File: src/rtl/core/b64e_pkg.sv
`timescale 1ns / 1ps
// shared constants, types and the alphabet lookup for the base64 stream encoder
// depends on nothing; imported by every other file of the block but b64e_if
package b64e_pkg;

  localparam int unsigned CharW      = 8;
  localparam int unsigned SymW       = 6;
  localparam int unsigned MaxChars   = 4;
  localparam int unsigned CntW       = $clog2(MaxChars);
  localparam int unsigned QDepthDflt = 2;

  localparam logic [CharW-1:0] PadChar = 8'h3D;

  typedef struct packed {
    logic [MaxChars-1:0][CharW-1:0] chars;
    logic [CntW-1:0]                last_idx;
    logic                           fin;
  } b64e_entry_t;

  function automatic logic [CharW-1:0] sym_char(logic [SymW-1:0] v);
    logic [CharW-1:0] w;
    w = {2'b00, v};
    if (v < 6'd26) begin
      return w + 8'h41;
    end else if (v < 6'd52) begin
      return w + 8'h47;
    end else if (v < 6'd62) begin
      return w - 8'h04;
    end else if (v == 6'd62) begin
      return 8'h2B;
    end else begin
      return 8'h2F;
    end
  endfunction

endpackage

File: src/rtl/core/b64e_if.sv
`timescale 1ns / 1ps
// valid/ready channel interfaces for the byte input and the character output
// standalone; used by the front, the back and the top level
interface b64e_in_if;
  logic       valid;
  logic       ready;
  logic [7:0] data_byte;
  logic       is_final;

  modport source (output valid, output data_byte, output is_final, input ready);
  modport sink   (input valid, input data_byte, input is_final, output ready);
endinterface

interface b64e_out_if;
  logic       valid;
  logic       ready;
  logic [7:0] code_char;
  logic       run_end;
  logic       message_end;

  modport source (output valid, output code_char, output run_end, output message_end,
                  input ready);
  modport sink   (input valid, input code_char, input run_end, input message_end,
                  output ready);
endinterface

File: src/rtl/core/b64e_front.sv
`timescale 1ns / 1ps
// front end: takes message bytes, tracks group phase and leftover bits,
// builds the character bundle per byte; uses b64e_pkg and b64e_in_if
module b64e_front (
  input  logic                  clk_i,
  input  logic                  rst_ni,
  b64e_in_if.sink               in_i,
  output logic                  push_valid_o,
  input  logic                  push_ready_i,
  output b64e_pkg::b64e_entry_t push_entry_o
);
  import b64e_pkg::*;

  typedef enum logic [1:0] {PhStart, PhSecond, PhThird} phase_e;

  phase_e      phase_q, phase_d;
  logic [3:0]  carry_q, carry_d;
  logic [7:0]  b;
  logic        fin;
  logic        accept;
  b64e_entry_t entry;

  assign b            = in_i.data_byte;
  assign fin          = in_i.is_final;
  assign in_i.ready   = push_ready_i;
  assign push_valid_o = in_i.valid;
  assign accept       = in_i.valid && push_ready_i;
  assign push_entry_o = entry;

  always_comb begin
    entry       = '0;
    entry.chars = {MaxChars{PadChar}};
    entry.fin   = fin;
    phase_d     = phase_q;
    carry_d     = carry_q;
    unique case (phase_q)
      PhSecond: begin
        entry.chars[0] = sym_char({carry_q[1:0], b[7:4]});
        if (fin) begin
          entry.chars[1] = sym_char({b[3:0], 2'b00});
          entry.last_idx = CntW'(2);
        end else begin
          entry.last_idx = CntW'(0);
        end
        carry_d = b[3:0];
        phase_d = PhThird;
      end
      PhThird: begin
        entry.chars[0] = sym_char({carry_q, b[7:6]});
        entry.chars[1] = sym_char(b[5:0]);
        entry.last_idx = CntW'(1);
        carry_d        = '0;
        phase_d        = PhStart;
      end
      default: begin
        entry.chars[0] = sym_char(b[7:2]);
        if (fin) begin
          entry.chars[1] = sym_char({b[1:0], 4'b0000});
          entry.last_idx = CntW'(3);
        end else begin
          entry.last_idx = CntW'(0);
        end
        carry_d = {2'b00, b[1:0]};
        phase_d = PhSecond;
      end
    endcase
    if (fin) begin
      phase_d = PhStart;
      carry_d = '0;
    end
  end

  always_ff @(posedge clk_i or negedge rst_ni) begin
    if (!rst_ni) begin
      phase_q <= PhStart;
      carry_q <= '0;
    end else if (accept) begin
      phase_q <= phase_d;
      carry_q <= carry_d;
    end
  end

  a_final_restarts: assert property (@(posedge clk_i) disable iff (!rst_ni)
    (accept && fin) |=> (phase_q == PhStart && carry_q == 4'd0))
    else $error("group state not cleared after final byte");

  a_carry_fits_phase: assert property (@(posedge clk_i) disable iff (!rst_ni)
    (phase_q == PhSecond) |-> (carry_q[3:2] == 2'b00))
    else $error("carry holds more than two bits in second position");

endmodule

File: src/rtl/core/b64e_queue.sv
`timescale 1ns / 1ps
// short queue of character bundles between front and back
// uses b64e_pkg for the entry type
module b64e_queue #(
  parameter int unsigned Depth = b64e_pkg::QDepthDflt
) (
  input  logic                  clk_i,
  input  logic                  rst_ni,
  input  logic                  push_valid_i,
  output logic                  push_ready_o,
  input  b64e_pkg::b64e_entry_t push_entry_i,
  output logic                  pop_valid_o,
  input  logic                  pop_i,
  output b64e_pkg::b64e_entry_t pop_entry_o
);
  import b64e_pkg::*;

  localparam int unsigned PtrW = (Depth > 1) ? $clog2(Depth) : 1;
  localparam int unsigned CntQW = $clog2(Depth + 1);
  localparam logic [PtrW-1:0] LastPtr = PtrW'(Depth - 1);

  b64e_entry_t      mem_q [Depth];
  logic [PtrW-1:0]  wr_ptr_q, rd_ptr_q;
  logic [CntQW-1:0] count_q;
  logic             do_push, do_pop;

  assign push_ready_o = (count_q != CntQW'(Depth));
  assign pop_valid_o  = (count_q != '0);
  assign do_push      = push_valid_i && push_ready_o;
  assign do_pop       = pop_i && pop_valid_o;
  assign pop_entry_o  = mem_q[rd_ptr_q];

  always_ff @(posedge clk_i) begin
    if (do_push) begin
      mem_q[wr_ptr_q] <= push_entry_i;
    end
  end

  always_ff @(posedge clk_i or negedge rst_ni) begin
    if (!rst_ni) begin
      wr_ptr_q <= '0;
      rd_ptr_q <= '0;
      count_q  <= '0;
    end else begin
      if (do_push) begin
        wr_ptr_q <= (wr_ptr_q == LastPtr) ? '0 : wr_ptr_q + 1'b1;
      end
      if (do_pop) begin
        rd_ptr_q <= (rd_ptr_q == LastPtr) ? '0 : rd_ptr_q + 1'b1;
      end
      if (do_push && !do_pop) begin
        count_q <= count_q + 1'b1;
      end else if (do_pop && !do_push) begin
        count_q <= count_q - 1'b1;
      end
    end
  end

  a_count_bound: assert property (@(posedge clk_i) disable iff (!rst_ni)
    count_q <= CntQW'(Depth))
    else $error("queue count beyond depth");

  a_pop_nonempty: assert property (@(posedge clk_i) disable iff (!rst_ni)
    pop_i |-> pop_valid_o)
    else $error("pop from empty queue");

endmodule

File: src/rtl/core/b64e_back.sv
`timescale 1ns / 1ps
// back end: walks each bundle one character per cycle into the output register
// while out_o is ready; uses b64e_pkg and b64e_out_if
module b64e_back (
  input  logic                  clk_i,
  input  logic                  rst_ni,
  input  logic                  entry_valid_i,
  input  b64e_pkg::b64e_entry_t entry_i,
  output logic                  pop_o,
  b64e_out_if.source            out_o
);
  import b64e_pkg::*;

  logic [CntW-1:0]  idx_q;
  logic             valid_q;
  logic [CharW-1:0] char_q;
  logic             run_end_q, msg_end_q;
  logic             load, last;

  assign load  = entry_valid_i && (!valid_q || out_o.ready);
  assign last  = (idx_q == entry_i.last_idx);
  assign pop_o = load && last;

  assign out_o.valid       = valid_q;
  assign out_o.code_char   = char_q;
  assign out_o.run_end     = run_end_q;
  assign out_o.message_end = msg_end_q;

  always_ff @(posedge clk_i or negedge rst_ni) begin
    if (!rst_ni) begin
      valid_q <= 1'b0;
      idx_q   <= '0;
    end else begin
      if (load) begin
        valid_q <= 1'b1;
        idx_q   <= last ? '0 : idx_q + 1'b1;
      end else if (out_o.ready) begin
        valid_q <= 1'b0;
      end
    end
  end

  always_ff @(posedge clk_i) begin
    if (load) begin
      char_q    <= entry_i.chars[idx_q];
      run_end_q <= last;
      msg_end_q <= last && entry_i.fin;
    end
  end

  a_msg_end_is_run_end: assert property (@(posedge clk_i) disable iff (!rst_ni)
    (out_o.valid && out_o.message_end) |-> out_o.run_end)
    else $error("message end without run end");

  a_idx_in_range: assert property (@(posedge clk_i) disable iff (!rst_ni)
    entry_valid_i |-> (idx_q <= entry_i.last_idx))
    else $error("character index past end of bundle");

endmodule

File: src/rtl/core/base64_stream_encoder.sv
`timescale 1ns / 1ps
// top level of the base64 stream encoder: front, queue and back joined
// uses b64e_pkg, b64e_if, b64e_front, b64e_queue and b64e_back
//
// Bytes go in on in_i with is_final on the last byte of a message; standard
// Base64 characters come out on out_o, one per cycle while out_o is ready,
// with run_end on the last character a byte causes and message_end on the
// last of the message, which is padded with '=' as needed. A byte is taken
// in the cycle it is offered while the bundle queue has room, so the input
// side runs at one byte per cycle in bursts; sustained, the single-character
// output register sets the pace: a byte at the first or second group
// position yields one character, one at the third yields two, and a final
// byte that leaves a partial group yields three or four. The first character
// of a byte passes through the bundle queue and then the output register
// before it is presented on out_o. There are no configuration registers.
module base64_stream_encoder #(
  parameter int unsigned QueueDepth = b64e_pkg::QDepthDflt
) (
  input  logic       clk_i,
  input  logic       rst_ni,
  b64e_in_if.sink    in_i,
  b64e_out_if.source out_o
);
  import b64e_pkg::*;

  logic        push_valid, push_ready;
  logic        pop_valid, pop;
  b64e_entry_t push_entry, pop_entry;

  b64e_front u_front (
    .clk_i        (clk_i),
    .rst_ni       (rst_ni),
    .in_i         (in_i),
    .push_valid_o (push_valid),
    .push_ready_i (push_ready),
    .push_entry_o (push_entry)
  );

  b64e_queue #(
    .Depth (QueueDepth)
  ) u_queue (
    .clk_i        (clk_i),
    .rst_ni       (rst_ni),
    .push_valid_i (push_valid),
    .push_ready_o (push_ready),
    .push_entry_i (push_entry),
    .pop_valid_o  (pop_valid),
    .pop_i        (pop),
    .pop_entry_o  (pop_entry)
  );

  b64e_back u_back (
    .clk_i         (clk_i),
    .rst_ni        (rst_ni),
    .entry_valid_i (pop_valid),
    .entry_i       (pop_entry),
    .pop_o         (pop),
    .out_o         (out_o)
  );

endmodule

File: src/flat_wrapper.sv
// flat-port wrapper written by rule: the top's interface ports become plain ports
module base64_stream_encoder_flat import b64e_pkg::*;
#(
  parameter int unsigned QueueDepth = b64e_pkg::QDepthDflt
)
  (clk_i, rst_ni, in_i_valid, in_i_data_byte, in_i_is_final, in_i_ready, out_o_valid, out_o_code_char, out_o_run_end, out_o_message_end, out_o_ready);
  b64e_in_if in_i_i ();
  b64e_out_if out_o_i ();
  input  logic clk_i;
  input  logic rst_ni;
  input wire logic [$bits(in_i_i.valid)-1:0] in_i_valid;
  input wire logic [$bits(in_i_i.data_byte)-1:0] in_i_data_byte;
  input wire logic [$bits(in_i_i.is_final)-1:0] in_i_is_final;
  output wire logic [$bits(in_i_i.ready)-1:0] in_i_ready;
  output wire logic [$bits(out_o_i.valid)-1:0] out_o_valid;
  output wire logic [$bits(out_o_i.code_char)-1:0] out_o_code_char;
  output wire logic [$bits(out_o_i.run_end)-1:0] out_o_run_end;
  output wire logic [$bits(out_o_i.message_end)-1:0] out_o_message_end;
  input wire logic [$bits(out_o_i.ready)-1:0] out_o_ready;
  assign in_i_i.valid = in_i_valid;
  assign in_i_i.data_byte = in_i_data_byte;
  assign in_i_i.is_final = in_i_is_final;
  assign in_i_ready = in_i_i.ready;
  assign out_o_valid = out_o_i.valid;
  assign out_o_code_char = out_o_i.code_char;
  assign out_o_run_end = out_o_i.run_end;
  assign out_o_message_end = out_o_i.message_end;
  assign out_o_i.ready = out_o_ready;
  base64_stream_encoder #(.QueueDepth(QueueDepth)) u_core (.clk_i(clk_i), .rst_ni(rst_ni), .in_i(in_i_i), .out_o(out_o_i));
endmodule
File: config.mk
export PLATFORM = sky130hd
export DESIGN_NAME = base64_stream_encoder_flat
export DESIGN_NICKNAME = d
export VERILOG_FILES = /design/src/rtl/core/b64e_pkg.sv /design/src/rtl/core/b64e_if.sv /design/src/rtl/core/b64e_front.sv /design/src/rtl/core/b64e_queue.sv /design/src/rtl/core/b64e_back.sv /design/src/rtl/core/base64_stream_encoder.sv /design/src/flat_wrapper.sv
export SDC_FILE = /design/constraint.sdc
export NUM_CORES = 1
export LEC_CHECK = 0
export BUFFER_PORTS_ARGS = -buffer_cell sky130_fd_sc_hd__buf_2
export CORE_UTILIZATION = 49
export CTS_CLUSTER_DIAMETER = 40
export DETAILED_ROUTE_END_ITERATION = 10
export PLACE_DENSITY = 0.66
export RECOVER_POWER = 50
export SLEW_MARGIN = 20
export SYNTH_ARGS = -nofsm -noshare
export SYNTH_HDL_FRONTEND = slang
export SYNTH_HIERARCHICAL = 1
export SYNTH_SLANG_ARGS = --single-unit
File: constraint.sdc
create_clock -name clk_i -period 5 [get_ports clk_i]
set_clock_uncertainty 0.15 [all_clocks]
set_input_delay 0.25 -clock clk_i [delete_from_list [all_inputs] [get_ports clk_i]]
set_output_delay 0.25 -clock clk_i [all_outputs]
set_load 0.03 [all_outputs]
Yosys cells after proc, flatten, opt, wreduce, memory -nomap -nowiden
Memory sizes are Yosys's and may differ from the RTL's.
Cells that the tools add are included.
Operators by class
  equality and inequality tests: 8
  add/subtract/negate cells: 23
  multiplexer cells: 42
  order comparisons: 19
  reductions and logical operators: 14
Operators with widths (count)
  $mux W8: 21
  $add A6 B7 Y8 const B: 12
  $lt A6 B6 Y1 const B: 12
  $sub A6 B3 Y7 const B: 6
  $lt A6 B5 Y1 const B: 6
  $pmux W18 S2: 1
  $eq A6 B6 Y1 const B: 4
  $bmux W8 S2: 1
  $mux W2: 6
  $mux W3: 4
  $pmux W4 S2: 1
  $logic_and A1 B1 Y1: 7
  $mux W1: 6
  $reduce_bool A2 Y1: 3
  $add A2 B1 Y2 const B: 2
  $mux W4: 1
  $pmux W2 S2: 1
  $logic_not A1 Y1: 3
  $lt A2 B3 Y1 const B: 1
  $add A1 B1 Y1 const B: 2
  $eq A2 B1 Y1 const B: 1
  $eq A2 B2 Y1: 1
  $eq A2 B2 Y1 const B: 1
  $ne A2 B2 Y1 const B: 1
  other kinds (2): 2
Storage, ports and cells
  input bits: 13
  RAM bits: 38
  logic and storage cells: 117
  output and inout bits: 12
  memories kept: 1
  register bits: 23
Memory list
  u_core.u_queue.mem_q: depth 2, bits a word 19, rd ports 1, clocked after Yosys merged registers in 0, write ports 1, line b64e_queue.sv:22  | b64e_entry_t mem_q [Depth];

Depth between registers and ports, before layout
  depth in word-level cells: 8
  gate-level depth with buffers: 11
  mapped depth without buffers: 9

Modules after synthesis
The synthesis kept the hierarchy.
By module, submodules not included
  b64e_queue: area an instance 2870.3 um2, seq. area each 2202.1 um2, cells an instance 127, times used 1
  b64e_front: area an instance 2531.2 um2, seq. area each 150.1 um2, cells an instance 349, times used 1
  b64e_back: area an instance 688.2 um2, seq. area each 375.4 um2, cells an instance 40, times used 1

Least setup slack after synthesis
No wires, ideal clock.
  path type: reg-to-reg
  start: register u_core.u_queue.count_q[0]
  end: memory u_core/u_queue/mem_q[0][0] in the netlist's numbering (enable)
  cell stages (with the launch flop): 4
  required time: 4.423 ns
  period minus slack after synthesis: 2.704 ns
  slack: 2.296 ns
  arrival: 2.127 ns
  path buffers: 0
  setup time: 0.427 ns
  cells stage by stage: dfrtp_1 nand2b_1 nand2_1 nor2_1
On the way
  cells in the longest elaborated chain, start to end: 4
Ends and longest elaborated chain
  start, declared: line b64e_queue.sv:24  | logic [CntQW-1:0] count_q;
  start signal, assigned: line b64e_queue.sv:52  | count_q <= count_q + 1'b1;
  start signal, assigned: line b64e_queue.sv:54  | count_q <= count_q - 1'b1;
  $ne A2 B2 Y1: line b64e_queue.sv:27  | assign push_ready_o = (count_q != CntQW'(Depth));
  via u_core.push_ready: line base64_stream_encoder.sv:26  | logic push_valid, push_ready;
  $logic_and A1 B1 Y1: line b64e_queue.sv:29  | assign do_push = push_valid_i && push_ready_o;
  $mux W1: line b64e_queue.sv:34  | if (do_push) begin
  $mux W1 (not written as such): line b64e_queue.sv:35  | mem_q[wr_ptr_q] <= push_entry_i;
  end, declared: line b64e_queue.sv:22
The timed path passes the listed nets, and every way through them passes these cells.

Worst setup path after layout
  start: register u_core.u_queue.count_q[0]
  end: memory u_core/u_queue/mem_q[0][24] in the netlist's numbering (enable)
On the way
  cells in the longest elaborated chain, start to end: 4
Ends and longest elaborated chain (line)
  $ne A2 B2 Y1: b64e_queue.sv:27
  $logic_and A1 B1 Y1: b64e_queue.sv:29
  $mux W1: b64e_queue.sv:34
  $mux W1 (not written as such): b64e_queue.sv:35
No other way between the ends.

==> key figures <==
Outcome
  • Run status: finished, violations left
  • Failing checks: max-capacitance violations, max-slew violations

Logic synthesis
  • Synth top area share: 39.4%
  • Yosys reg bits: 93
  • Ys flop type: edfxtp_1
  • Count leader, synth: edfxtp_1
  • Synth top area cells: edfxtp_1, mux2_4, dfrtp_1, ha_1, buf_4
  • Post-synthesis cell type count: 83
  • Number of flops mapped to enable cells by yosys: 80
  • Asr flop ratio synth: 14.0%
  • Synthesis Warnings: 6
  • Syn Inst Count: 516
  • Sequential share of the synthesized area: 44.8%
  • Commonest cells post-synth: edfxtp_1, nand2_1, mux2_4
  • Avg Cell Area, Syn: 11.8 µm²
  • Synthesized area: 6090 µm²
  • Leading area contributor after synthesis: edfxtp_1

Detailed routing
  • Vias: 4086
  • Routed wire length: 12600 µm
  • DRT iter0 DRCs: 419
  • Final ANT Viol Nets: 0
  • DRC: 0
  • First-pass DRT Iterations: 5
  • Vias per std cell: 5.93
  • DR WL/cell: 18.3 µm

Clock network
  • # resized after CTS: 0
  • Worst-Skew Late Latency: 0.33 ns
  • CTS tree: built
  • CTS root buf: clkbuf_16
  • H-tree Lvls: 3
  • Total CTS buffers: 9
  • Sink Count: 93
  • Clock-pin slew on the worst setup and hold paths: 0.06 ns
  • Clock buffer depth: 2

Job
  • MaxCap Viol Count: 2

STA
  • Setup TNS: 0 ns
  • Final number of max-transition violations: 72
  • Peak Freq: 289 MHz
  • Final setup vio count: 0
  • Final Worst Setup Slack: 1.54 ns
  • Final count of hold timing violations: 0
  • Fin crit period: 3.46 ns
  • Worst-Margin Slew: 2.90 ns
  • Slew headroom: -94.2%
  • Final Cycle Share: 69.3%
  • RSZ-0062 raised after global routing: false

Worst hold path
  • Hold Crit Class: primary input to flop

Global routing
  • Number of global-route vias before repair: 3880
  • Initial antenna violation count: 0
  • Largest net degree at the start of global routing: 37
  • First-pass GRT wire length: 20400 µm
  • Global route overflow: 0
  • Gr usage total: 20.4%

Setup path
  • CP Capture Type: flop
  • Slowest CP cell: nor2_1
  • WS Path Type: flop to flop
  • Crit path max-delay family: simple AND/OR/NAND/NOR gates
  • CP arrival: 3.20 ns
  • Crit path cell chain: nand2b_1 > nand2_1 > nor2_1
  • Buf+Inv Stages, Crit Path: 0
  • WP data required: 4.74 ns
  • CP Launch Type: flop
  • Crit path largest cell delay: 2.13 ns
  • Crit-path max FO: 35

Power
  • Leakage power figure: 2.40 nW
  • Seq pwr share: 39.1%
  • Clock power frac: 21.3%
  • Combinational share of power: 39.6%
  • Pwr dens: 580 nW/µm²
  • VDD IR max: 0.255 mV
  • Net switching power: 1.30 mW
  • P_int: 2.42 mW
  • Power, Total: 3.72 mW
  • Sw Share: 35.0%

Floorplanning
  • CORE AREA: 12100 µm²
  • Die X: 113 µm
  • Initial Utilization: 50.5%
  • Die height: 113 µm
  • # IOs: 25
  • Row cnt: 40
  • Die Area: 12900 µm²

Final layout
  • Area of the multi-input gates: 2920 µm²
  • Final core occ: 53.2%
  • Layout cells sized above 1: 18.0%
  • Diodes inserted: 0
  • Storage element area: 2730 µm²
  • Final Cell Area: 6410 µm²
  • Final net count: 552
  • Layout area overhead: 5.30%
  • Fillcell total: 1037

Place
  • Placed cell areas: 6080 µm²
  • Port Buffers: 24
  • HPWL Detailed: 8780 µm
  • Place WS: 2.11 ns
  • Routability-driven placement congestion ratio: 0.912
-- cell type report --
type / count / share of cell area (%)
multi-input cells: 364 / 45.5
flip-flops and latches: 93 / 42.6
clock buffers: 10 / 3.57
well taps: 168 / 3.28
clock inverters: 5 / 1.93
repair buffers: 26 / 1.80
inverters: 23 / 1.39
-- through the flow --
step	hold WS, ns	cells
5_1_grt	0.110	689
3_3_place_gp	0.00338	673
3_5_place_dp	0.0154	673
4_1_cts	0.118	689
2_1_floorplan	-0.196	530
6_report	0.105	689
-- per-layer routing --
layer	vias up	wire [µm]	GRT usage (%)
li1	1929	-	-
met1	2030	5820	28.2
met2	110	6080	32.4
met3	17	509	3.72
met4	0	193	6.75
met5	-	0	0
-- worst paths after layout --
| check | start | end | slack, ns | cells past startpoint |
|---|---|---|---|---|
| worst min-delay path | in_i_valid | u_core/u_queue/wr_ptr_q | 0.11 | 3 |
| worst min register to register | u_core/u_queue/count_q[1] | u_core/u_queue/count_q[1] | 0.34 | 1 |
| worst max register to register | u_core/u_queue/count_q[0] | u_core/u_queue/mem_q[0][24] | 1.54 | 3 |
| worst max-delay path | u_core/u_queue/count_q[0] | u_core/u_queue/mem_q[0][24] | 1.54 | 3 |
| min in group asynchronous | rst_ni | u_core/u_back/out_o.valid | 0.36 | 2 |
| max in group asynchronous | rst_ni | u_core/u_queue/rd_ptr_q | 3.82 | 2 |
-- power groups by stage --
stage / Combinational [mW] / Sequential, mW / Clock, mW
finish: 1.47 / 1.46 / 0.794
detailed placement: 1.48 / 1.47 / 0
floorplan: 1.24 / 1.41 / 0
CTS: 1.48 / 1.45 / 0.810
global route: 1.59 / 1.49 / 0.841
global placement: 1.45 / 1.45 / 0
-- logic make-up after synthesis --
group                      synth area share, %
and+or+nand+nor                           11.7
AOI/OAI and AO/OA                         15.6
xor gates and xnor gates                  2.44
adders and majority gates                 4.52
buffers and inverters                     8.18
DFF                                       44.8
muxes                                     12.7
other                                    0.123
-- cells in the final DEF (no fill, tap or decap), types with 5 or more instances in the layout --
master	synthesis	final
nor3_1	8	8
a211oi_1	9	9
clkbuf_1	4	17
nor2_1	18	18
a31oi_1	6	6
nand2b_1	12	12
conb_1	2	16
mux2_4	30	30
clkbuf_16	0	9
ha_1	22	22
mux4_2	6	6
nor2b_1	8	8
nand2_1	33	33
mux2_2	9	9
a21o_1	8	8
and2_1	6	5
inv_1	18	18
xnor2_1	13	13
buf_2	10	9
nand3_1	12	12
a21oi_1	25	25
o21ai_0	18	18
nand4_1	8	8
edfxtp_1	80	80
dfrtp_1	13	12
-- sequential cells by signal, summed over array words and instances (netlist names) --
register                         count
u_core/u_back/idx_q                  2
u_core/u_back/out_o.code_char        8
u_core/u_back/out_o.message_end      1
u_core/u_back/out_o.run_end          1
u_core/u_back/out_o.valid            1
u_core/u_front/carry_q               4
u_core/u_front/phase_q               2
u_core/u_queue/count_q               2
u_core/u_queue/mem_q                70
u_core/u_queue/rd_ptr_q              1
u_core/u_queue/wr_ptr_q              1
-- worst reg2reg max path: cells and delay by family (launching register included) --
| kind | cells | cell delay, ns |
|---|---|---|
| flops | 1 | 0.40 |
| simple gates | 3 | 2.44 |
-- what timing repair did --
| item | 4_1_cts | 5_1_grt |
|---|---|---|
| endpoints found under the hold margin | 13 | 0 |
| hold buffers | 1 | 0 |
| buffers inserted | 0 | 0 |
Power figures use the tool's default switching activity.
